<file path="config.mk">
export PLATFORM = sky130hd
export DESIGN_NAME = qyh_vec
export DESIGN_NICKNAME = d
export VERILOG_FILES = /design/src/hw/rtl/qyh_pkg.sv /design/src/hw/rtl/qyh_vec.sv
export SDC_FILE = /design/constraint.sdc
export NUM_CORES = 2
export LEC_CHECK = 0
export ABC_AREA = 1
export BUFFER_PORTS_ARGS = -buffer_cell sky130_fd_sc_hd__buf_4
export CORE_MARGIN = 2
export CORE_UTILIZATION = 50
export CTS_CLUSTER_SIZE = 28
export DETAILED_ROUTE_END_ITERATION = 6
export GPL_TIMING_DRIVEN = 0
export PLACE_DENSITY = 0.62
export REMOVE_ABC_BUFFERS = 1
export SLEW_MARGIN = 20
export SYNTH_ARGS = -nofsm -noshare
export SYNTH_HDL_FRONTEND = slang
export SYNTH_SLANG_ARGS = --single-unit
</file>
<file path="constraint.sdc">
create_clock -name clk_i -period 4.6 [get_ports clk_i]
set_input_delay 1.38 -clock clk_i [delete_from_list [all_inputs] [get_ports clk_i]]
set_output_delay 1.38 -clock clk_i [all_outputs]
set_load 0.03 [all_outputs]
</file>
<file path="src/hw/rtl/qyh_pkg.sv">
// ---------------------------------------------------------------------------
// Quaternion to yaw and heading: shared package
// Payload types, fixed-point widths, constants and the CORDIC angle table
// used by every stage of the yaw and heading pipeline.
// ---------------------------------------------------------------------------
package qyh_pkg;

  // Field widths of the transactions.
  localparam int unsigned IdW   = 8;
  localparam int unsigned QuatW = 16;
  localparam int unsigned YawW  = 16;
  localparam int unsigned HeadW = 16;

  // Internal widths: products, vector components, Q24 angle, magnitude, wrapped
  // angle, and the scaled heading numerator.
  localparam int unsigned ProdW = 32;
  localparam int unsigned XW    = 38;
  localparam int unsigned ZW    = 28;
  localparam int unsigned MW    = 33;
  localparam int unsigned ZzW   = 27;
  localparam int unsigned NW    = 42;

  // CORDIC table length and default number of iterations.
  localparam int unsigned TableLen           = 24;
  localparam int unsigned CordicStepsDefault = 16;

  // Only rotation vector reports produce a result.
  localparam logic [IdW-1:0] RotationReport = 8'h08;

  // Angle constants in Q24 radians.
  localparam longint PiQ24L = 52707179;
  localparam logic signed [ZW-1:0] PiQ24 = ZW'(PiQ24L);

  // Yaw is the Q24 angle rounded half up to Q13.
  localparam int unsigned YawShift = 11;
  localparam logic signed [ZW-1:0] YawHalf = ZW'(1024);
  localparam logic signed [YawW-1:0] YawMax = 16'sd25736;

  // Heading in 1/128 degree: round(zz * 23040 / pi). The quotient is first
  // estimated with a fixed-point reciprocal, then corrected by one step.
  localparam int unsigned HeadShift = 32;
  localparam int unsigned HeadScaleW = 22;
  localparam longint HeadScaleL = (longint'(23040) << HeadShift) / PiQ24L;
  localparam longint HeadBiasL  = ((PiQ24L / 2) << HeadShift) / PiQ24L;
  localparam logic [HeadScaleW-1:0] HeadScale = HeadScaleW'(HeadScaleL);
  localparam logic [HeadShift-1:0]  HeadBias  = HeadShift'(HeadBiasL);
  localparam logic [14:0]           HeadPerPi = 15'd23040;
  localparam logic [NW-1:0]         PiWide    = NW'(PiQ24L);
  localparam logic [NW-1:0]         RoundBias = NW'(PiQ24L / 2);
  localparam logic [HeadW-1:0]      HeadingFull = 16'd46080;

  // Input transaction.
  typedef struct packed {
    logic        [IdW-1:0]   report_id;
    logic signed [QuatW-1:0] quat_i;
    logic signed [QuatW-1:0] quat_j;
    logic signed [QuatW-1:0] quat_k;
    logic signed [QuatW-1:0] quat_real;
  } in_t;

  // Output transaction.
  typedef struct packed {
    logic signed [YawW-1:0]  yaw_radians;
    logic        [HeadW-1:0] heading_degrees;
  } out_t;

  // Vector and angle state passed between pipeline sections.
  typedef struct packed {
    logic              zero;
    logic signed [XW-1:0] x;
    logic signed [XW-1:0] y;
    logic signed [ZW-1:0] z;
  } cordic_t;

  // atan(2^-idx) in Q24 radians, rounded.
  function automatic logic [ZW-1:0] atan_q24(input int idx);
    logic [ZW-1:0] val;
    unique case (idx)
      0:       val = ZW'(13176795);
      1:       val = ZW'(7778716);
      2:       val = ZW'(4110060);
      3:       val = ZW'(2086331);
      4:       val = ZW'(1047214);
      5:       val = ZW'(524117);
      6:       val = ZW'(262123);
      7:       val = ZW'(131069);
      8:       val = ZW'(65536);
      9:       val = ZW'(32768);
      10:      val = ZW'(16384);
      11:      val = ZW'(8192);
      12:      val = ZW'(4096);
      13:      val = ZW'(2048);
      14:      val = ZW'(1024);
      15:      val = ZW'(512);
      16:      val = ZW'(256);
      17:      val = ZW'(128);
      18:      val = ZW'(64);
      19:      val = ZW'(32);
      20:      val = ZW'(16);
      21:      val = ZW'(8);
      22:      val = ZW'(4);
      23:      val = ZW'(2);
      default: val = '0;
    endcase
    return val;
  endfunction

endpackage

</file>
<file path="src/hw/rtl/qyh_vec.sv">
// ---------------------------------------------------------------------------
// Quaternion to yaw and heading: vector front end
// Forms Y = 2(ij + rk) and X = r*r + i*i - j*j - k*k exactly, then folds a
// left half-plane vector into the right half-plane with a start angle of +/-pi.
// ---------------------------------------------------------------------------
module qyh_vec
  import qyh_pkg::*;
(
  input  logic    clk_i,
  input  logic    rst_ni,
  input  logic    en_i,
  input  logic    valid_i,
  input  in_t     data_i,
  output logic    valid_o,
  output cordic_t data_o
);

  logic [2:0] vld_q;

  logic signed [ProdW-1:0] p_ij_q, p_rk_q, p_rr_q, p_ii_q, p_jj_q, p_kk_q;
  logic signed [XW-1:0]    vx_q, vy_q;
  cordic_t                 rot_d, rot_q;

  // Valid bits advance with the pipeline.
  always_ff @(posedge clk_i or negedge rst_ni) begin
    if (!rst_ni) begin
      vld_q <= '0;
    end else if (en_i) begin
      vld_q <= {vld_q[1:0], valid_i};
    end
  end

  // Stage 1: the six products.
  always_ff @(posedge clk_i) begin
    if (en_i) begin
      p_ij_q <= data_i.quat_i * data_i.quat_j;
      p_rk_q <= data_i.quat_real * data_i.quat_k;
      p_rr_q <= data_i.quat_real * data_i.quat_real;
      p_ii_q <= data_i.quat_i * data_i.quat_i;
      p_jj_q <= data_i.quat_j * data_i.quat_j;
      p_kk_q <= data_i.quat_k * data_i.quat_k;
    end
  end

  // Stage 2: vector components.
  always_ff @(posedge clk_i) begin
    if (en_i) begin
      vx_q <= XW'(p_rr_q) + XW'(p_ii_q) - XW'(p_jj_q) - XW'(p_kk_q);
      vy_q <= (XW'(p_ij_q) + XW'(p_rk_q)) <<< 1;
    end
  end

  // Stage 3: half-plane fold and start angle.
  always_comb begin
    rot_d.zero = (vx_q == '0) && (vy_q == '0);
    if (vx_q < 0) begin
      rot_d.x = -vx_q;
      rot_d.y = -vy_q;
      rot_d.z = (vy_q >= 0) ? PiQ24 : -PiQ24;
    end else begin
      rot_d.x = vx_q;
      rot_d.y = vy_q;
      rot_d.z = '0;
    end
  end

  always_ff @(posedge clk_i) begin
    if (en_i) begin
      rot_q <= rot_d;
    end
  end

  assign valid_o = vld_q[2];
  assign data_o  = rot_q;

endmodule

</file>
==> results.ini <==
[worst_hold_path]
holdPathEnd=data_o[66]
min_path_cells=0
hp-class=reg -> reg
hp-start=vx_q[0]

[layout]
nets=11290
utilization_pct=62.19
areaGrowthSynthToFinish_pct=23.64
n_fill_cell=12210
drive_above_1_share_pct=21.88

[logic_synthesis]
synth-edff-count=335
yosysMostFrequentCell=inv_1
ys_ff_latch=338
ys.flop_type=edfxtp_1
syn_inst=8655
synth_area_sq_um=75330
ys_warn_count=0
synth_area_per_cell_sq_um=8.704
yosysTopAreaCellShare_pct=40.39
ys_seq_area_share_pct=13.45
ys_types=58
synth_area_leaders=fa_1 (40%), edfxtp_1 (13%), inv_1 (13%)
post-synth-top-area-cell=fa_1
synth_common_cells=inv_1 (2618), nand2_1 (1617), fa_1 (1520)
ys_async_sr_fraction_pct=0.8876

[clock_network]
cts_hold_buf=0
cts_tree=yes
clock_path_buffers=3
clk_pin_slew_ns=0.06
root_buffer=clkbuf_16
cts_buffers=35
cts_sinks=338
htree_levels=2
insertion_delay_ns=0.56

[critical_path]
r2r-start=p_kk_q[18]
regToRegEndpoint=vx_q[25]
critPathTopFamily=adder cells
path_cells=buf_16 > nand2_8 > inv_4 > fa_2 > fa_2 > buf_6 > fa_2 > fa_1 > inv_2 > fa_1 > inv_2 > fa_2 > ha_4 > nand2_4 > inv_1 > a221oi_2 > nand3_1 > nand2_1 > nand2_2
path_buf_inv=6
path_max_fanout=17
crit_type=in -> reg
slowest_stage=fa_2
crit_top_cell=fa_2
reg2reg_depth=11
cp-start-kind=input pin
critPathArrivalTime_ns=6.35
critPathMaxStageDelay_ns=0.75
r2r_slack_ns=1.07
cp.required_ns=4.88
endpoint_kind=flip-flop

[routing]
wl_per_cell_microns=21.78
drc=0
drt_pre_antenna_iters=6
drt_iter0_drc=4417
via_count=59129
postRouteAntennaNets=0
wl_microns=242500
via_per_inst=5.311

[floorplan]
die-area_sq_um=153800
row_count=142
start_util_pct=50.30
ios=182
fp.coreArea_sq_um=149800
die_w_microns=392.2
die_h_microns=392.2

[global_route]
grt_pass1_wl_microns=357800
antenna_found_initial=18
grt_use_total_pct=30.87
grt_remaining_overflow=0
grt_pass1_vias=62002
grt_max_degree=105

[timing]
finalClockSkew_ns=0.01578
fmax_ghz=0.1646
setup_viol=149
fin_crit_ns=6.074
rsz0062_at_grt=yes
finalMaxSlewViolations=0
slew_headroom_pct=26.49
setup_ws_ns=-1.474
finalCritPeriodShare_pct=132.1
worst_pin_slew_ns=1.101
hold_viol=0

[run_status]
status=complete, but fails checks
violations=negative setup slack

[place]
post-dp-hpwl_microns=155000
gp_congestion=0.9151
port-buffer-count=172
post-place-ws_ns=-2.962

[run]
drv_cap=0

## placed cells by master (no fill, tap or decap), types with 54 or more instances in the layout
| master | n |
|---|---|
| a21oi_1 | 143 |
| a21oi_2 | 73 |
| buf_16 | 116 |
| buf_4 | 397 |
| buf_6 | 61 |
| clkbuf_16 | 54 |
| edfxtp_1 | 335 |
| fa_1 | 1389 |
| fa_2 | 131 |
| ha_1 | 459 |
| ha_4 | 135 |
| inv_1 | 2382 |
| inv_2 | 196 |
| nand2_1 | 1335 |
| nand2_2 | 174 |
| nand2_4 | 108 |
| nand3_1 | 100 |
| nand4_1 | 61 |
| nor2_1 | 294 |
| o21ai_0 | 84 |
| xnor2_1 | 92 |
| xor2_1 | 218 |
## registers in the layout, summed over array words and instances (netlist names)
name / flops
p_rk_q: 32
vy_q: 33
data_o: 79
p_ii_q: 31
p_ij_q: 32
vx_q: 35
vld_q: 3
p_jj_q: 31
p_rr_q: 31
p_kk_q: 31
## cells by family (layout without fill, tap and decap cells)
kind of cell	count (synthesis)	after routing	share of synthesized area [%]
buf+inv	2883	3340	14.50
fa+ha+maj	2123	2123	50.41
flops	338	338	13.45
mux	1	1	0.01495
xor+xnor	357	357	4.150
simple gates	2337	2337	12.61
other cells	1	7	0.004978
compound gates	615	615	4.860
## layer usage
layer	routed length (microns)	part of all wire, %	up-vias	GRT usage [%]
met1	95050	39	29678	41.52
met4	11280	4.7	11	10.57
met2	109700	45	2527	49.13
met5	196	0.081	-	0
met3	26290	11	680	7.185
li1	-	-	26233	-
## area by class of cell
class | count | area, sq um | area share (%)
antenna | 3 | 7.507 | 0.008060
clock buffer | 39 | 890.9 | 0.9564
timing repair buffer | 653 | 8862 | 9.514
tap | 2016 | 2522 | 2.708
clock inverter | 22 | 205.2 | 0.2203
timing repair inverter | 3 | 43.79 | 0.04701
sequential | 338 | 10130 | 10.88
multi-input combinational | 5437 | 60440 | 64.88
inverter | 2623 | 10040 | 10.78
## worst max-delay path by stage
stage	cells after the start	to	startpoint
2_1_floorplan	18	p_ij_q[27]	data_i[33]
3_3_place_gp	21	p_kk_q[26]	data_i[31]
3_5_place_dp	19	p_ij_q[27]	data_i[33]
4_1_cts	23	p_kk_q[26]	data_i[23]
5_1_grt	21	p_ii_q[30]	data_i[59]
6_report	19	p_kk_q[31]	data_i[18]
## per-stage QoR
step / hold slack [ns] / std cells / cell area [sq um] / setup TNS (ns)
detailed placement: 0.4340 / 10592 / 78230 / -340.26
CTS: 0.4332 / 10986 / 89700 / -160.13
global route: 0.4440 / 11131 / 93140 / -186.11
global placement: 0.4363 / 10586 / 78080 / -451.65
floorplan: 0.4264 / 8398 / 74270 / -186.37
finish: 0.4445 / 11134 / 93150 / -169.11
## worst reg2reg max path, delay by kind of cell, from the launching register on
| family | cells | cell delay [ns] |
|---|---|---|
| adder cells (fa/ha/maj) | 3 | 1.29 |
| AO/OA/AOI/OAI | 4 | 0.93 |
| flip-flops | 1 | 0.45 |
| AND/OR/NAND/NOR | 2 | 0.31 |
| XOR/XNOR | 1 | 0.18 |
| buffers and inverters | 1 | 0.10 |
## repair_timing
item / CTS / global route
gates cloned: 76 / 22
gates resized for setup: 1465 / 569
setup endpoints to repair: 152 / 150
pin swaps: 498 / 501
buffers inserted: 257 / 126
Power is not shown: default switching activity piles up to over one toggle a cycle in this logic, so the estimate is an artifact.
