**config.mk**
```make
export PLATFORM = sky130hd
export DESIGN_NAME = qyh_post
export DESIGN_NICKNAME = d
export VERILOG_FILES = /design/src/hw/rtl/qyh_pkg.sv /design/src/hw/rtl/qyh_post.sv
export SDC_FILE = /design/constraint.sdc
export NUM_CORES = 2
export LEC_CHECK = 0
export ABC_AREA = 1
export BUFFER_PORTS_ARGS = -buffer_cell sky130_fd_sc_hd__buf_2
export CORE_MARGIN = 5
export CORE_UTILIZATION = 50
export DETAILED_ROUTE_END_ITERATION = 8
export PLACE_DENSITY = 0.67
export SLEW_MARGIN = 20
export SYNTH_ARGS = -nofsm -noshare
export SYNTH_HDL_FRONTEND = slang
export SYNTH_SLANG_ARGS = --single-unit
```
**constraint.sdc**
```tcl
create_clock -name clk_i -period 13.1 [get_ports clk_i]
set_input_delay 2.62 -clock clk_i [delete_from_list [all_inputs] [get_ports clk_i]]
set_output_delay 2.62 -clock clk_i [all_outputs]
set_load 0.05 [all_outputs]
```
**src/hw/rtl/qyh_pkg.sv**
```systemverilog
// ---------------------------------------------------------------------------
// Quaternion to yaw and heading: shared package
// Payload types, fixed-point widths, constants and the CORDIC angle table
// used by every stage of the yaw and heading pipeline.
// ---------------------------------------------------------------------------
package qyh_pkg;

  // Field widths of the transactions.
  localparam int unsigned IdW   = 8;
  localparam int unsigned QuatW = 16;
  localparam int unsigned YawW  = 16;
  localparam int unsigned HeadW = 16;

  // Internal widths: products, vector components, Q24 angle, magnitude, wrapped
  // angle, and the scaled heading numerator.
  localparam int unsigned ProdW = 32;
  localparam int unsigned XW    = 38;
  localparam int unsigned ZW    = 28;
  localparam int unsigned MW    = 33;
  localparam int unsigned ZzW   = 27;
  localparam int unsigned NW    = 42;

  // CORDIC table length and default number of iterations.
  localparam int unsigned TableLen           = 24;
  localparam int unsigned CordicStepsDefault = 16;

  // Only rotation vector reports produce a result.
  localparam logic [IdW-1:0] RotationReport = 8'h08;

  // Angle constants in Q24 radians.
  localparam longint PiQ24L = 52707179;
  localparam logic signed [ZW-1:0] PiQ24 = ZW'(PiQ24L);

  // Yaw is the Q24 angle rounded half up to Q13.
  localparam int unsigned YawShift = 11;
  localparam logic signed [ZW-1:0] YawHalf = ZW'(1024);
  localparam logic signed [YawW-1:0] YawMax = 16'sd25736;

  // Heading in 1/128 degree: round(zz * 23040 / pi). The quotient is first
  // estimated with a fixed-point reciprocal, then corrected by one step.
  localparam int unsigned HeadShift = 32;
  localparam int unsigned HeadScaleW = 22;
  localparam longint HeadScaleL = (longint'(23040) << HeadShift) / PiQ24L;
  localparam longint HeadBiasL  = ((PiQ24L / 2) << HeadShift) / PiQ24L;
  localparam logic [HeadScaleW-1:0] HeadScale = HeadScaleW'(HeadScaleL);
  localparam logic [HeadShift-1:0]  HeadBias  = HeadShift'(HeadBiasL);
  localparam logic [14:0]           HeadPerPi = 15'd23040;
  localparam logic [NW-1:0]         PiWide    = NW'(PiQ24L);
  localparam logic [NW-1:0]         RoundBias = NW'(PiQ24L / 2);
  localparam logic [HeadW-1:0]      HeadingFull = 16'd46080;

  // Input transaction.
  typedef struct packed {
    logic        [IdW-1:0]   report_id;
    logic signed [QuatW-1:0] quat_i;
    logic signed [QuatW-1:0] quat_j;
    logic signed [QuatW-1:0] quat_k;
    logic signed [QuatW-1:0] quat_real;
  } in_t;

  // Output transaction.
  typedef struct packed {
    logic signed [YawW-1:0]  yaw_radians;
    logic        [HeadW-1:0] heading_degrees;
  } out_t;

  // Vector and angle state passed between pipeline sections.
  typedef struct packed {
    logic              zero;
    logic signed [XW-1:0] x;
    logic signed [XW-1:0] y;
    logic signed [ZW-1:0] z;
  } cordic_t;

  // atan(2^-idx) in Q24 radians, rounded.
  function automatic logic [ZW-1:0] atan_q24(input int idx);
    logic [ZW-1:0] val;
    unique case (idx)
      0:       val = ZW'(13176795);
      1:       val = ZW'(7778716);
      2:       val = ZW'(4110060);
      3:       val = ZW'(2086331);
      4:       val = ZW'(1047214);
      5:       val = ZW'(524117);
      6:       val = ZW'(262123);
      7:       val = ZW'(131069);
      8:       val = ZW'(65536);
      9:       val = ZW'(32768);
      10:      val = ZW'(16384);
      11:      val = ZW'(8192);
      12:      val = ZW'(4096);
      13:      val = ZW'(2048);
      14:      val = ZW'(1024);
      15:      val = ZW'(512);
      16:      val = ZW'(256);
      17:      val = ZW'(128);
      18:      val = ZW'(64);
      19:      val = ZW'(32);
      20:      val = ZW'(16);
      21:      val = ZW'(8);
      22:      val = ZW'(4);
      23:      val = ZW'(2);
      default: val = '0;
    endcase
    return val;
  endfunction

endpackage

```
**src/hw/rtl/qyh_post.sv**
```systemverilog
// ---------------------------------------------------------------------------
// Quaternion to yaw and heading: output scaling
// Clamps the Q24 angle to [-pi, pi], rounds it to Q13 yaw, and converts it to
// a heading in 1/128 degree with a reciprocal estimate and one correction.
// ---------------------------------------------------------------------------
module qyh_post
  import qyh_pkg::*;
(
  input  logic    clk_i,
  input  logic    rst_ni,
  input  logic    en_i,
  input  logic    valid_i,
  input  cordic_t data_i,
  output logic    valid_o,
  output out_t    data_o
);

  localparam int unsigned KProdW = ZzW + HeadScaleW;

  logic [5:0] vld_q;

  logic signed [ZW-1:0]   zc_d, zc_q;
  logic signed [ZW-1:0]   yaw_sum;
  logic signed [YawW-1:0] yaw2_q, yaw3_q, yaw4_q, yaw5_q;
  logic        [ZzW-1:0]  zz_q;
  logic        [KProdW-1:0] kprod;
  logic        [HeadW-1:0]  qest3_q, qest4_q, q5_q;
  logic        [NW-1:0]     n3_q, n4_q, qp4_q, rem;
  logic        [HeadW-1:0]  q_d, head_d;
  out_t                     out_q;

  // Valid bits advance with the pipeline.
  always_ff @(posedge clk_i or negedge rst_ni) begin
    if (!rst_ni) begin
      vld_q <= '0;
    end else if (en_i) begin
      vld_q <= {vld_q[4:0], valid_i};
    end
  end

  // Stage 1: clamp to [-pi, pi]; a zero vector gives a zero angle.
  always_comb begin
    if (data_i.zero) begin
      zc_d = '0;
    end else if (data_i.z > PiQ24) begin
      zc_d = PiQ24;
    end else if (data_i.z < -PiQ24) begin
      zc_d = -PiQ24;
    end else begin
      zc_d = data_i.z;
    end
  end

  // Stage 2 logic: rounded yaw.
  assign yaw_sum = zc_q + YawHalf;

  // Stage 3 logic: reciprocal estimate of the heading and exact numerator.
  assign kprod = KProdW'(zz_q) * KProdW'(HeadScale) + KProdW'(HeadBias);

  // Stage 5 logic: one correction step on the estimate.
  assign rem = n4_q - qp4_q;
  assign q_d = qest4_q + HeadW'(rem >= PiWide);

  // Stage 6 logic: a heading of a full turn wraps to zero.
  assign head_d = (q5_q >= HeadingFull) ? q5_q - HeadingFull : q5_q;

  always_ff @(posedge clk_i) begin
    if (en_i) begin
      zc_q    <= zc_d;
      yaw2_q  <= YawW'(yaw_sum >>> YawShift);
      zz_q    <= ZzW'((zc_q < 0) ? zc_q + (PiQ24 <<< 1) : zc_q);
      qest3_q <= kprod[HeadShift +: HeadW];
      n3_q    <= NW'(zz_q) * NW'(HeadPerPi) + RoundBias;
      yaw3_q  <= yaw2_q;
      qest4_q <= qest3_q;
      n4_q    <= n3_q;
      qp4_q   <= NW'(qest3_q) * PiWide;
      yaw4_q  <= yaw3_q;
      q5_q    <= q_d;
      yaw5_q  <= yaw4_q;
      out_q.yaw_radians     <= yaw5_q;
      out_q.heading_degrees <= head_d;
    end
  end

  assign valid_o = vld_q[5];
  assign data_o  = out_q;

endmodule

```
==> out/summary.json <==
{
  "timing.critical_path.max_delay_family": "adder cells",
  "hpwlAfterDp_um": 73300,
  "grt_max_degree": 174,
  "synthMuxAreaShare": 0.000600,
  "insertedDiodeCount": 0,
  "postCtsSetupRepairBufs": 0,
  "critPathSlowestCell": "edfxtp_1",
  "design.core.area_um2": 74400,
  "cts_hold_buf": 0,
  "yosys.area_share.xor_xnor": 0.0397,
  "fin_crit_sh": 0.532,
  "antenna_violations_before_repair": 1,
  "timing.final.crit_period_ps": 6960,
  "postRouteAntennaNets": 0,
  "report.final.slew_viol_count": 0,
  "ys_seq_area_frac": 0.249,
  "area_growth_pct": 7.18,
  "cts_repair_resized_insts": 0,
  "grt_overflow_total": 0,
  "mean_area_per_synthesized_cell_um2": 8.59,
  "die_w_um": 284,
  "min_to": "data_o[17]",
  "ys_seq_elements": 312,
  "nNetsFinal": 5443,
  "synthesis.yosys.warnings": 0,
  "detailedRoute.firstIterationViolations": 1639,
  "wirelength_um": 85800,
  "synth_fa_ha_area_frac": 0.368,
  "first_pass_iters": 7,
  "critical_path_cell_count": 24,
  "setup_viol_count_final": 0,
  "slowest_delay_ps": 740,
  "tritoncts": "done",
  "r2r_cells": 24,
  "num_rows": 100,
  "synth_largest_type_area_fraction": 0.245,
  "hold-path-cell-count": 0,
  "clock_pin_slew_worst_setup_and_hold_paths_ps": 60,
  "run_status": "finished clean",
  "cts-htree-levels": 2,
  "height_of_the_chip_um": 284,
  "gr-usage-all-layers": 0.215,
  "synth_area_leader_cell": "edfxtp_1",
  "routed-via-count": 27700,
  "fill_cell_instance_count_of_the_final_layout": 6780,
  "cell_by_cell_trace_of_the_critical_path": "inv_1 > fa_1 > inv_1 > fa_1 > fa_1 > inv_1 > fa_1 > fa_1 > fa_1 > inv_1 > ha_1 > nand2_1 > nor2_1 > nand2_1 > nor2_1 > nand4_1 > nand4_1 > nand2_1 > inv_1 > nand2_1 > nor2_1 > nand3_1 > o21ai_1 > nand2_1",
  "grt_pass1_vias": 27800,
  "finClkSkew_ps": 21.0,
  "rsz0062_at_grt": "no",
  "final-instance-count-excl-fill": 5462,
  "worst_path_most_repeated_cell": "fa_1",
  "post_route_cells_drive_above_1_share": 0.0434,
  "main_combinational_cell_family_by_area_after_synthesis": "adder cells",
  "critPathRequiredTime_ps": 13400,
  "place_inst": 5399,
  "boundaryPins": 142,
  "timing.slew.headroom": 0.331,
  "maxCapViolCount": 0,
  "worst_hold_slack_ps": 416,
  "place_congestion": 0.945,
  "maxClockFrequency_mhz": 144,
  "synth_ff_type": "edfxtp_1",
  "number_of_unique_standard_cell_types_used_by_synthesis": 55,
  "start_util": 0.505,
  "grt_first_pass_wirelength_um": 142000,
  "avgRoutedWirePerCell_um": 15.7,
  "tightestPinTransition_ps": 1000,
  "clk_path_buf_depth": 3,
  "latest_clock_arrival_within_the_worst_skew_pair_ps": 560,
  "cts_buffer_count": 36,
  "crit_arrival_ps": 7260,
  "fraction_of_the_mapped_netlist_area_in_simple_logic_gates": 0.173,
  "worst_reg2reg_setup_slack_ps": 6140,
  "timing.setup.tns_ps": 0,
  "timing.rr.start": "zz_q[13]",
  "tritoncts_num_sinks": 312,
  "timing.critical_path.fanout_max": 9,
  "final_hold_viol_count": 0,
  "timing.critical_path.to_type": "flip-flop",
  "synth.net_count": 5347,
  "synthTopCellsByArea": "edfxtp_1, fa_1, ha_1",
  "layout.cells.most_common": "inv_1",
  "drc": 0,
  "r2r-end": "qest3_q[13]",
  "synth_async_sr_flop_share": 0.0192,
  "root_buffer": "clkbuf_16",
  "synth_edf_count": 306,
  "path_class": "flip-flop to flip-flop",
  "most-common-layout-cells": "inv_1, nand2_1, ha_1",
  "place.port_buffers": 65,
  "cp_startpoint_kind": "flip-flop",
  "design.die.area_um2": 80700,
  "synth-compound-area-share": 0.0576,
  "postSynthCellCount": 4372,
  "worstHoldStart": "yaw5_q[1]",
  "route.detailed.vias_per_inst": 5.08,
  "crit_buf_inv": 5,
  "syn-cell-area_um2": 37600,
  "holdCritPathClass": "flip-flop to flip-flop"
}
==> cells in the mapped netlist, types with 4 or more instances <==
cell         n
nor2_4       4
o211ai_1    11
clkbuf_1    11
inv_1     1108
o21ai_1      5
o21a_1      10
edfxtp_1   306
a31oi_1     14
a21o_1      10
o21ai_0     95
nand2_2     15
nand4_1     66
nor4_1      14
nand3_2      6
ha_1       466
xor2_1     121
or2_2        5
o21bai_1    12
a21oi_1    193
nor3_1      48
fa_1       400
xnor2_1     42
a21boi_0     5
dfrtp_1      6
nand3b_1    30
nor2_2      18
nand3_1    163
nor2_1     331
nand2_1    809
o21ai_2      4
==> cell families after synthesis <==
group | count (synthesis)
AO/OA/AOI/OAI | 382
XOR/XNOR | 167
adder cells (fa/ha/maj) | 866
buffers and inverters | 1123
flip-flops | 312
multiplexers | 2
AND/OR/NAND/NOR | 1520
==> layout make-up <==
cell class	count	area, µm²	area share
clock inverter	25	235	0.00584
inverter	1110	4170	0.103
sequential	312	9340	0.232
timing repair buffer	71	393	0.00976
clock buffer	38	908	0.0226
multi-input combinational	2937	24000	0.596
tap	969	1210	0.0301
==> registers in the layout (all words and copies together), names as in the netlist, 27 cells and up <==
| name | flops |
|---|---|
| qp4_q | 41 |
| n3_q | 33 |
| n4_q | 33 |
| data_o | 32 |
| zc_q | 28 |
| zz_q | 27 |
==> metal layers <==
layer	up-vias	wire, µm	GRT usage
met5	-	11	0
met3	109	3510	0.0231
li1	13900	-	-
met1	13100	38600	0.290
met2	580	41100	0.371
met4	2	2550	0.0596
==> worst max path at each step <==
stage          startpoint     endpoint
2_1_floorplan     zz_q[5]   qest3_q[6]
4_1_cts          zz_q[13]  qest3_q[13]
5_1_grt          zz_q[13]  qest3_q[13]
3_3_place_gp     zz_q[15]  qest3_q[13]
6_report         zz_q[13]  qest3_q[13]
3_5_place_dp     zz_q[13]  qest3_q[13]
==> through the flow <==
step                      area [µm²]   util  worst slack (ps)
after detailed placement       39100  0.526              6190
after floorplan                37600      -              7140
after global routing           40300  0.541              5700
final                          40300  0.541              6140
after global placement         39100  0.526              6210
after CTS                      40300  0.541              6150
Power is left out: the tool's default activity adds up to more than one toggle a clock period on the data nets, which glitch-free logic cannot reach.
