$ cat config.mk
export PLATFORM = sky130hd
export DESIGN_NAME = qyh_norm
export DESIGN_NICKNAME = d
export VERILOG_FILES = /design/src/hw/rtl/qyh_pkg.sv /design/src/hw/rtl/qyh_norm.sv
export SDC_FILE = /design/constraint.sdc
export NUM_CORES = 1
export LEC_CHECK = 0
export BUFFER_PORTS_ARGS = -buffer_cell sky130_fd_sc_hd__buf_2
export CAP_MARGIN = 10
export CORE_MARGIN = 3
export CORE_UTILIZATION = 50
export CTS_BUF_LIST = sky130_fd_sc_hd__clkbuf_4
export DETAILED_ROUTE_END_ITERATION = 12
export GPL_ROUTABILITY_DRIVEN = 0
export GPL_TIMING_DRIVEN = 1
export PLACE_DENSITY = 0.76
export RECOVER_POWER = 25
export SYNTH_ARGS = -nofsm -noshare
export SYNTH_HDL_FRONTEND = slang
export SYNTH_SLANG_ARGS = --single-unit
$ cat constraint.sdc
create_clock -name clk_i -period 2.4 [get_ports clk_i]
set_input_delay 0.48 -clock clk_i [delete_from_list [all_inputs] [get_ports clk_i]]
set_output_delay 0.48 -clock clk_i [all_outputs]
set_load 0.05 [all_outputs]
$ cat src/hw/rtl/qyh_pkg.sv
// ---------------------------------------------------------------------------
// Quaternion to yaw and heading: shared package
// Payload types, fixed-point widths, constants and the CORDIC angle table
// used by every stage of the yaw and heading pipeline.
// ---------------------------------------------------------------------------
package qyh_pkg;

  // Field widths of the transactions.
  localparam int unsigned IdW   = 8;
  localparam int unsigned QuatW = 16;
  localparam int unsigned YawW  = 16;
  localparam int unsigned HeadW = 16;

  // Internal widths: products, vector components, Q24 angle, magnitude, wrapped
  // angle, and the scaled heading numerator.
  localparam int unsigned ProdW = 32;
  localparam int unsigned XW    = 38;
  localparam int unsigned ZW    = 28;
  localparam int unsigned MW    = 33;
  localparam int unsigned ZzW   = 27;
  localparam int unsigned NW    = 42;

  // CORDIC table length and default number of iterations.
  localparam int unsigned TableLen           = 24;
  localparam int unsigned CordicStepsDefault = 16;

  // Only rotation vector reports produce a result.
  localparam logic [IdW-1:0] RotationReport = 8'h08;

  // Angle constants in Q24 radians.
  localparam longint PiQ24L = 52707179;
  localparam logic signed [ZW-1:0] PiQ24 = ZW'(PiQ24L);

  // Yaw is the Q24 angle rounded half up to Q13.
  localparam int unsigned YawShift = 11;
  localparam logic signed [ZW-1:0] YawHalf = ZW'(1024);
  localparam logic signed [YawW-1:0] YawMax = 16'sd25736;

  // Heading in 1/128 degree: round(zz * 23040 / pi). The quotient is first
  // estimated with a fixed-point reciprocal, then corrected by one step.
  localparam int unsigned HeadShift = 32;
  localparam int unsigned HeadScaleW = 22;
  localparam longint HeadScaleL = (longint'(23040) << HeadShift) / PiQ24L;
  localparam longint HeadBiasL  = ((PiQ24L / 2) << HeadShift) / PiQ24L;
  localparam logic [HeadScaleW-1:0] HeadScale = HeadScaleW'(HeadScaleL);
  localparam logic [HeadShift-1:0]  HeadBias  = HeadShift'(HeadBiasL);
  localparam logic [14:0]           HeadPerPi = 15'd23040;
  localparam logic [NW-1:0]         PiWide    = NW'(PiQ24L);
  localparam logic [NW-1:0]         RoundBias = NW'(PiQ24L / 2);
  localparam logic [HeadW-1:0]      HeadingFull = 16'd46080;

  // Input transaction.
  typedef struct packed {
    logic        [IdW-1:0]   report_id;
    logic signed [QuatW-1:0] quat_i;
    logic signed [QuatW-1:0] quat_j;
    logic signed [QuatW-1:0] quat_k;
    logic signed [QuatW-1:0] quat_real;
  } in_t;

  // Output transaction.
  typedef struct packed {
    logic signed [YawW-1:0]  yaw_radians;
    logic        [HeadW-1:0] heading_degrees;
  } out_t;

  // Vector and angle state passed between pipeline sections.
  typedef struct packed {
    logic              zero;
    logic signed [XW-1:0] x;
    logic signed [XW-1:0] y;
    logic signed [ZW-1:0] z;
  } cordic_t;

  // atan(2^-idx) in Q24 radians, rounded.
  function automatic logic [ZW-1:0] atan_q24(input int idx);
    logic [ZW-1:0] val;
    unique case (idx)
      0:       val = ZW'(13176795);
      1:       val = ZW'(7778716);
      2:       val = ZW'(4110060);
      3:       val = ZW'(2086331);
      4:       val = ZW'(1047214);
      5:       val = ZW'(524117);
      6:       val = ZW'(262123);
      7:       val = ZW'(131069);
      8:       val = ZW'(65536);
      9:       val = ZW'(32768);
      10:      val = ZW'(16384);
      11:      val = ZW'(8192);
      12:      val = ZW'(4096);
      13:      val = ZW'(2048);
      14:      val = ZW'(1024);
      15:      val = ZW'(512);
      16:      val = ZW'(256);
      17:      val = ZW'(128);
      18:      val = ZW'(64);
      19:      val = ZW'(32);
      20:      val = ZW'(16);
      21:      val = ZW'(8);
      22:      val = ZW'(4);
      23:      val = ZW'(2);
      default: val = '0;
    endcase
    return val;
  endfunction

endpackage

$ cat src/hw/rtl/qyh_norm.sv
// ---------------------------------------------------------------------------
// Quaternion to yaw and heading: vector normalizer
// Scales the vector by the largest power of two that keeps max(x, |y|) below
// 2^33, so that it lands in [2^32, 2^33). One binary search step per stage.
// ---------------------------------------------------------------------------
module qyh_norm
  import qyh_pkg::*;
(
  input  logic    clk_i,
  input  logic    rst_ni,
  input  logic    en_i,
  input  logic    valid_i,
  input  cordic_t data_i,
  output logic    valid_o,
  output cordic_t data_o
);

  // Shifts of 32, 16, 8, 4, 2 and 1 cover every magnitude from 1 upward.
  localparam int unsigned NormSteps = $clog2(MW);

  typedef struct packed {
    cordic_t          v;
    logic [MW-1:0]    m;
  } nrm_t;

  logic [NormSteps:0] vld_q;

  logic signed [XW-1:0] abs_y;
  logic        [MW-1:0] mag_d;
  nrm_t                 mag_q;
  nrm_t                 src [NormSteps];
  nrm_t                 nxt [NormSteps];
  nrm_t                 sh_q [NormSteps];

  // Valid bits advance with the pipeline.
  always_ff @(posedge clk_i or negedge rst_ni) begin
    if (!rst_ni) begin
      vld_q <= '0;
    end else if (en_i) begin
      vld_q <= {vld_q[NormSteps-1:0], valid_i};
    end
  end

  // Entry stage: magnitude bound max(x, |y|); x is never negative here.
  always_comb begin
    abs_y = data_i.y[XW-1] ? -data_i.y : data_i.y;
    mag_d = (data_i.x > abs_y) ? MW'(data_i.x) : MW'(abs_y);
  end

  always_ff @(posedge clk_i) begin
    if (en_i) begin
      mag_q.v <= data_i;
      mag_q.m <= mag_d;
    end
  end

  // Search stages: shift when the scaled magnitude still fits below 2^MW.
  always_comb begin
    int unsigned sh;
    src[0] = mag_q;
    for (int s = 1; s < NormSteps; s++) begin
      src[s] = sh_q[s-1];
    end
    for (int s = 0; s < NormSteps; s++) begin
      sh = (1 << (NormSteps - 1)) >> s;
      nxt[s] = src[s];
      if ((src[s].m >> (MW - sh)) == '0) begin
        nxt[s].m   = src[s].m << sh;
        nxt[s].v.x = src[s].v.x <<< sh;
        nxt[s].v.y = src[s].v.y <<< sh;
      end
    end
  end

  always_ff @(posedge clk_i) begin
    if (en_i) begin
      for (int s = 0; s < NormSteps; s++) begin
        sh_q[s] <= nxt[s];
      end
    end
  end

  assign valid_o = vld_q[NormSteps];
  assign data_o  = sh_q[NormSteps-1].v;

endmodule

==> results.md <==
* Status: finished with violations
* Failing checks: negative setup slack
* Combinational Power Share at 0.089
* NumNets Final at 2696
* First-pass GRT wire length at 98900 um
* Cells on worst reg2reg path at 5
* Crit start category: input port
* I/O pins at 215
* Async set or reset register ratio after synthesis at 0.00841
* Vias per inst at 4.97
* Pre-Repair DR Iteration Count at 7
* CP Class: input port to flip-flop
* Levels on crit path at 17
* Top cell type by total area after synthesis: edfxtp_1
* PwrDens at 801 nW/um^2
* Post-Syn Area per Cell at 16.7 sq um
* Die area at 67700 sq um
* Clock Sinks at 832
* WP buf/inv at 3
* Clock buffer depth at 3
* Final WL at 62100 um
* Setup crit end: mag_q[1]
* Worst-skew pair later-pin latency at 1.01 ns
* Hold Fails Final Rpt at 0
* I/O Buffers at 214
* Count of final setup violators at 33
* Final slew viol count at 0
* Setup TNS at -29.03 ns
* Pin count of the biggest net entering global routing at 80
* Initial Util at 0.508
* DRT iter0 DRCs at 1228
* Met1 Usage GRT at 0.243
* Leak pwr at 15.3 nW
* Cell family with most CP delay: compound AO/OA/AOI/OAI gates
* Syn_nets at 2080
* Compound-gate portion of the synthesized area at 0.0172
* Maxcap violations at 0
* Busiest layer in global routing: met2
* Synth warn at 0
* Hold Slack at 0.162 ns
* TritonCTS clock tree: built
* Register area share after synthesis at 0.772
* Worst r2r src: mag_q[10]
* Flop pwr share at 0.556
* CTS buffer count at 203
* Synth area leaders: edfxtp_1 (77%), mux2_2 (8.1%), nand2_1 (3.9%), ha_1 (1.5%), nor2b_1 (1.5%)
* Final Cycle Share at 1.38
* RSZ-0062 raised after global routing: yes
* DIE HEIGHT at 260 um
* VDD IR-drop max at 0.000441 V
* RR Endpoint: sh_q[0][133]
* Max incr delay on CP at 0.33 ns
* Critical path fanouts, max at 10
* Root Buffer: clkbuf_4
* Net Switching at 7.55 mW
* Row count at 92
* Worst slew pin tran at 0.460 ns
* Synth-to-layout area growth at 23.0%
* Post-Layout Cell Count at 3554
* Post-route cell area at 39700 sq um
* R2r setup slk at 0.11 ns
* Via count at 17700
* DP HPWL at 41700 um
* WP data arrival at 4.05 ns
* Worst EP required at 3.14 ns
* Hold WC Path Type: input port to flip-flop
* Initial antenna violation count at 4
* Grt met3 use at 0.0473
* Core footprint at 63500 sq um
* Synth Flop Type: edfxtp_1
* Critical path's slowest cell: xor2_1
* H-tree levels at 4
* Post-Synth Simple-Gate Area at 0.0772
* Post-route DRC at 0
* Die width at 260 um
* DR WL/cell at 17.5 um
* Clk network pwr share at 0.355
* Worst Setup SP: data_i[51]
* Synth top area share at 0.767
* Rel. slew slack at 0.690
* Switching Fraction at 0.237
* #FFs+latches synth at 832
* Adder-Cell Fraction of Synth Area at 0.0151
* Pwr Total at 31.8 mW
* Synth cell count leaders: edfxtp_1 (825), nand2_1 (336), mux2_2 (233), clkbuf_1 (90), nor2b_1 (76)
* Synthesized area at 32300 sq um
* EDFF count, synth at 825
* Crit path top cell by count: o31ai_2
* CP Capture Type: flip-flop
* XOR/XNOR Fraction of Synth Area at 0.00949
* ANT nets after route at 0
* Minimum clock period at 3.32 ns
* Layout cell share with drive strength beyond 1 at 0.351
* Worst setup margin at -0.918 ns
* Mux share of post-synthesis cell area at 0.0918
* Vias in the first global route at 18600
* Clock transition at the registers of the reported paths at 0.07 ns
* P_int at 24.3 mW
* Post-placement cell area at 35800 sq um
* Total track usage at 0.187
* Most common cell in the synthesized netlist: edfxtp_1
* Clock Skew at 0.0511 ns
* Largest family of logic cells by synthesized area: multiplexers
* Placed cells at 3073
* Total gr overflow at 0
* Worst path cell trace: buf_8 > nor4_4 > or2b_1 > nor3b_4 > nand2_2 > buf_4 > o31ai_2 > xor2_1 > ha_1 > a21oi_1 > o21ai_0 > a221oi_2 > o31ai_2 > a21o_1 > a31o_4 > buf_16 > mux2i_2
* Achievable Freq at 301 MHz
* Netlist cell types at 41
* M2 GR Usage at 0.296
* Fill count at 4598
* Post-synthesis cell count at 1932
==> worst min-delay path by stage <==
stage               cells after the start        from   endpoint  slack [ns]
floorplan                               0      rst_ni   vld_q[0]        0.18
global placement                        1      rst_ni   vld_q[6]        0.31
detailed placement                      1      rst_ni   vld_q[6]        0.32
CTS                                     2  data_i[24]  mag_q[57]       0.008
global route                            2  data_i[17]  mag_q[50]        0.06
finish                                  5  data_i[39]  mag_q[11]        0.16
==> registers in the layout, indices dropped and copies added (netlist names) <==
register	count
sh_q	687
mag_q	138
vld_q	7
==> kinds of logic after synthesis <==
| group | Yosys count |
|---|---|
| muxes | 267 |
| and+or+nand+nor | 533 |
| AOI/OAI and AO/OA | 84 |
| xor gates and xnor gates | 35 |
| adders and majority gates | 39 |
| buffers and inverters | 142 |
| DFF | 832 |
==> worst register-to-register path: cells and delay by family, from the launching register on <==
family | cells | cell delay, ns
multiplexers | 1 | 0.38
buffers and inverters | 1 | 0.27
flip-flops | 1 | 0.42
AND/OR/NAND/NOR | 3 | 0.95
==> what timing repair did <==
action / in CTS / in global routing
pin swaps: 14 / 12
endpoints found under the setup margin: 33 / 33
hold buffers: 110 / 0
resized for setup: 22 / 13
buffers inserted: 3 / 1
endpoints found under the hold margin: 280 / 0
cloned: 2 / 0
==> routing by layer <==
metal,vias up,routed length [um],part of all wire
met5,-,13,0.00021
met4,2,2040,0.033
met3,144,3810,0.061
met2,584,30100,0.48
met1,8444,26200,0.42
li1,8498,-,-
==> power by group through the flow <==
stage | Clock (mW) | Sequential, mW | Combinational, mW
global placement | 0 | 17.9 | 2.54
detailed placement | 0 | 18.0 | 2.61
global route | 12.5 | 17.8 | 3.05
finish | 11.3 | 17.7 | 2.83
floorplan | 0 | 18.3 | 1.02
CTS | 11.7 | 17.7 | 2.83
==> through the flow <==
stage          worst slack (ns)  utilization
2_1_floorplan             -1.62            -
3_3_place_gp              -1.80        0.564
3_5_place_dp              -1.98        0.564
4_1_cts                  -0.635        0.625
5_1_grt                   -1.00        0.625
6_report                 -0.918        0.625
==> cell type report <==
type                    count  area [sq um]  share of cell area
diodes                      2          5.00            0.000126
well taps                 846          1060              0.0266
clock inverters            77           448              0.0113
flip-flops and latches    832         24900               0.628
multi-input cells         958          6990               0.176
inverters                  41           154             0.00387
clock buffers             286          2150              0.0540
repair buffers            512          3990               0.100
==> cell usage in the layout (no fill, tap or decap), types with 4 or more instances in the layout <==
cell / Yosys / final
inv_6: 0 / 7
mux2i_1: 34 / 32
ha_1: 39 / 38
buf_12: 0 / 30
inv_1: 41 / 41
buf_2: 5 / 180
buf_4: 0 / 152
xor2_1: 30 / 28
edfxtp_1: 825 / 825
clkinv_2: 0 / 12
o31ai_1: 7 / 4
dfrtp_1: 7 / 7
nor2_1: 10 / 8
nand3_1: 5 / 5
clkinv_1: 0 / 49
nor2b_1: 76 / 76
a21oi_1: 19 / 19
clkbuf_1: 90 / 33
nand2_1: 336 / 334
a21o_1: 28 / 28
nand4_1: 12 / 12
xnor2_1: 5 / 5
nor4_1: 21 / 16
clkbuf_4: 0 / 286
and2_1: 52 / 51
mux2_2: 233 / 233
o21ai_0: 17 / 16
dlygate4sd3_1: 0 / 110
Power figures use the tool's default switching activity.
